File: src/hw/rtl/ccrl_pkg.sv
// Shared types and constants for the chance-constrained region locator.
// No dependencies; every other file of the block imports this package.
package ccrl_pkg;

	// Table geometry: regions and half-space rows per region.
	localparam int MAX_REGIONS     = 8;
	localparam int ROWS_PER_REGION = 6;

	localparam int COEF_W     = 16;
	localparam int OFF_W      = 32;
	localparam int POS_W      = 32;
	localparam int VAR_W      = 32;
	localparam int MS_W       = 16;
	localparam int RC_W       = 4;
	localparam int ID_W       = 4;
	localparam int ADDR_W     = 6;
	localparam int CFG_IDX_W  = 4;
	localparam int CFG_DATA_W = 16;
	localparam int K2_W       = 2 * MS_W;
	// Slack value offset*2^12 - a.x fits in 48 bits plus sign.
	localparam int D_W        = 51;

	localparam logic [CFG_IDX_W-1:0] CFG_MARGIN_SCALE = 4'd0;
	localparam logic [CFG_IDX_W-1:0] CFG_REGION_COUNT = 4'd1;

	localparam logic [MS_W-1:0] MARGIN_RESET = 16'd4096;
	localparam logic [RC_W-1:0] COUNT_RESET  = 4'd0;

	localparam logic CMD_LOAD   = 1'b0;
	localparam logic CMD_LOCATE = 1'b1;

	// One stored half-space row.
	typedef struct packed {
		logic signed [COEF_W-1:0] coef_x;
		logic signed [COEF_W-1:0] coef_y;
		logic signed [COEF_W-1:0] coef_z;
		logic signed [OFF_W-1:0]  row_offset;
	} row_t;

	// Bookkeeping that travels with a row through the evaluation pipeline.
	typedef struct packed {
		logic valid;
		logic first;
		logic last;
	} row_tag_t;

	// Verdict leaving the pipeline, plus a busy flag for the sequencer.
	typedef struct packed {
		logic valid;
		logic first;
		logic last;
		logic pass;
		logic busy;
	} pipe_out_t;

endpackage

File: src/hw/rtl/ccrl_table.sv
// Half-space row store: one synchronous memory, one write and one read port.
// Read data is registered. Uses ccrl_pkg::row_t.
module ccrl_table #(
	parameter int DEPTH = 48,
	parameter int AW    = 6
) (
	input  logic               clk,
	input  logic               wr_en,
	input  logic [AW-1:0]      wr_addr,
	input  ccrl_pkg::row_t     wr_data,
	input  logic               rd_en,
	input  logic [AW-1:0]      rd_addr,
	output ccrl_pkg::row_t     rd_data
);
	import ccrl_pkg::*;

	row_t mem [DEPTH];
	row_t rd_data_q;

	always_ff @(posedge clk) begin
		if (wr_en) begin
			mem[wr_addr] <= wr_data;
		end
	end

	always_ff @(posedge clk) begin
		if (rd_en) begin
			rd_data_q <= mem[rd_addr];
		end
	end

	assign rd_data = rd_data_q;

endmodule

File: config.mk
export PLATFORM = sky130hd
export DESIGN_NAME = ccrl_table
export DESIGN_NICKNAME = d
export VERILOG_FILES = /design/src/hw/rtl/ccrl_pkg.sv /design/src/hw/rtl/ccrl_table.sv
export SDC_FILE = /design/constraint.sdc
export NUM_CORES = 2
export LEC_CHECK = 0
export BUFFER_PORTS_ARGS = -buffer_cell sky130_fd_sc_hd__buf_2
export CELL_PAD_IN_SITES_DETAIL_PLACEMENT = 1
export CELL_PAD_IN_SITES_GLOBAL_PLACEMENT = 2
export CORE_UTILIZATION = 55
export CTS_CLUSTER_SIZE = 10
export DETAILED_ROUTE_END_ITERATION = 10
export PLACE_DENSITY = 0.9
export SLEW_MARGIN = 20
export SYNTH_ARGS = -nofsm -noshare
export SYNTH_HDL_FRONTEND = slang
export SYNTH_SLANG_ARGS = --single-unit
File: constraint.sdc
create_clock -name clk -period 20.7 [get_ports clk]
set_input_delay 2.07 -clock clk [delete_from_list [all_inputs] [get_ports clk]]
set_output_delay 2.07 -clock clk [all_outputs]
set_load 0.05 [all_outputs]
==> summary.txt <==
Congestion Overflow GR = 0
Yosys cell types = 38
dominant synthesized flop cell = edfxtp_1
DP Wirelength = 213600 µm
measured slew at the worst slew-check pin = 1.241 ns
global-route wire length before repair = 639800 µm
WP data required = 21.47 ns
die height = 521.3 µm
worst path bufs/invs = 5
ANT nets after route = 0
worst skew pair latency = 1.02 ns
Crit-path slowest cell = buf_4
first-pass iteration count of the detailed router = 5
Crit. path cell count = 8
Site Rows = 190
layout cell share with drive strength beyond 1 = 0.2546
Max-Cap Viols = 0
fill count = 21.37k
FF-to-FF path depth = 5
CP cell instances = buf_12 > buf_4 > buf_4 > buf_4 > buf_4 > mux4_2 > mux4_2 > a22o_1
Setup CP Type = input port to register
Ys Warns = 0
Leak = 52.11 nW
Final Instance Area = 165500 µm²
Clock Tree Root = clkbuf_16
via count = 77.36k
Post-synth EDFFs = 3920
setup ws final = 14.08 ns
register area = 117700 µm²
Max FO, Critical Path = 99
CTS H-tree depth = 5
Layout area overhead = 11.57%
DRC violations left = 0
cell taking the most area after synthesis = edfxtp_1
final setup fails = 0
area of the multi-input gates = 29200 µm²
Starting Density = 0.5530
Slew HR = 0.1728
worst hold path type = register to register
top-level port count = 175
DRT Wirelength = 465400 µm
Vias/cell = 7.412
Wirelength per Cell = 44.60 µm
core area = 268200 µm²
Placed Area = 153800 µm²
number of global-route vias before repair = 80.74k
# clock sinks = 3920
Final TNS setup = 0 ns
Worst setup SP type = input port
Synth top area share = 0.7937
slowest stage delay, CP = 0.82 ns
final slew viol count = 0
final hold vios = 0
Netlist Area Pre-Place = 148300 µm²
CTS tree = built
fmax = 0.1511 GHz
die width = 521.3 µm
non-filler instance count after layout = 10.44k
commonest cells after routing, fill and taps aside = edfxtp_1 (3920), mux4_2 (872), clkbuf_16 (433)
global-route usage over all layers = 0.3430
dpl ws = 13.11 ns
peak supply drop = 0.09238 mV
CP Data Arrival Time = 7.39 ns
syn_area_per_cell = 23.17 µm²
fin util = 0.6170
crit path time final = 6.620 ns
gpl congestion = 0.7702
sequential fraction of the synthesis area = 0.7937
# resized after CTS = 0
TritonCTS Buffers = 433
Worst Skew = 0.09403 ns
most frequent CP cell = buf_4
largest net degree at the start of global routing = 144
post-placement cell count = 9931
# hold bufs at CTS = 0
number of port buffers = 174
family with the most delay on the worst path = buffers and inverters
most common cell after layout, fill and taps aside = edfxtp_1
CTS clk-pin slew, worst paths = 0.07 ns
starting DRC count in detailed routing = 13.64k
power per cell area = 99.57 nW/µm²
Die ar. = 271700 µm²
fin crit share = 0.3198
CP Capture Type = register
Nets = 6911
postcts setup bufs = 0
RSZ-0062 raised after global routing = false
syn_nets = 6496
outcome = finished clean
clock buffer depth = 4
Post-Synthesis Cells = 6401
FF+latch count, synth = 3920
main area contributors after synthesis = edfxtp_1 (79%), mux4_2 (13%), mux2i_1 (2.3%)
Hold Path Depth = 4
initial antenna violation count = 46
asr flop ratio synth = 0
## Yosys cell counts (all sizes together), types with 2 or more instances
| master | number |
|---|---|
| edfxtp | 3920 |
| mux4 | 872 |
| mux2i | 345 |
| buf | 202 |
| o22ai | 195 |
| clkbuf | 158 |
| a21oi | 98 |
| a22oi | 88 |
| nor2 | 70 |
| nand2 | 67 |
| o221ai | 48 |
| o31ai | 45 |
| and2 | 39 |
| a211o | 37 |
| o211ai | 37 |
| nor3 | 26 |
| nand3 | 25 |
| a22o | 22 |
| o21ai | 19 |
| nand2b | 17 |
| or3 | 15 |
| nor2b | 10 |
| a211oi | 9 |
| mux2 | 8 |
| nand4 | 8 |
| o2111ai | 5 |
| o22a | 4 |
| o41ai | 4 |
| and3b | 2 |
| nand3b | 2 |
## report_power, final
part,switching [mW],internal (mW)
clock,3.09,3.73
combinational,0.542,0.268
sequential,0.0312,8.82
total,3.66,12.8
## worst reg2reg max path: cells and delay by family (launching register included)
| kind | cells | cell delay [ns] |
|---|---|---|
| flops | 1 | 0.39 |
| mux | 1 | 0.52 |
| simple gates | 1 | 0.20 |
| compound gates | 3 | 0.87 |
## cell families after synthesis
family,synth area share
compound gates,0.02838
buf+inv,0.01232
mux,0.1563
simple gates,0.009255
flops,0.7937
## layout make-up
class                           instances  area share
Sequential cell                      3920      0.7114
Multi-Input combinational cell       2120      0.1765
Clock buffer                          444     0.06574
Tap cell                             3552     0.02686
Timing Repair Buffer                  340     0.01484
Clock inverter                         36    0.004265
Antenna cell                           24   0.0003630
Inverter                                1  0.00005293
## path summary, 6_finish.rpt
| path | slack [ns] | startpoint | endpoint |
|---|---|---|---|
| max | 14.08 | rd_addr[0] | rd_data[11]$_DFFE_PP_ |
| min | 0.89 | mem[37][68]$_DFFE_PP_ | rd_data[68]$_DFFE_PP_ |
| max reg2reg | 18.37 | mem[23][79]$_DFFE_PP_ | rd_data[79]$_DFFE_PP_ |
| min reg2reg | 0.89 | mem[37][68]$_DFFE_PP_ | rd_data[68]$_DFFE_PP_ |
## metrics by stage
step           hold slack (ns)  total power [mW]
5_1_grt                 0.9284             16.72
3_5_place_dp            0.8598             9.783
6_report                0.8854             16.48
2_1_floorplan           0.7971             9.465
4_1_cts                 0.8836             16.47
3_3_place_gp            0.8400             9.737
## state kept, by name, indices dropped and copies added (netlist names)
signal   flops
mem       3840
rd_data     80
## metal layers
metal,vias up,part of all wire,global-route usage
li1,28070,-,-
met1,40370,0.33,0.4409
met2,7346,0.48,0.5450
met3,1552,0.13,0.08285
met4,16,0.060,0.1872
met5,-,0.00020,0
Power figures use the tool's default switching activity.
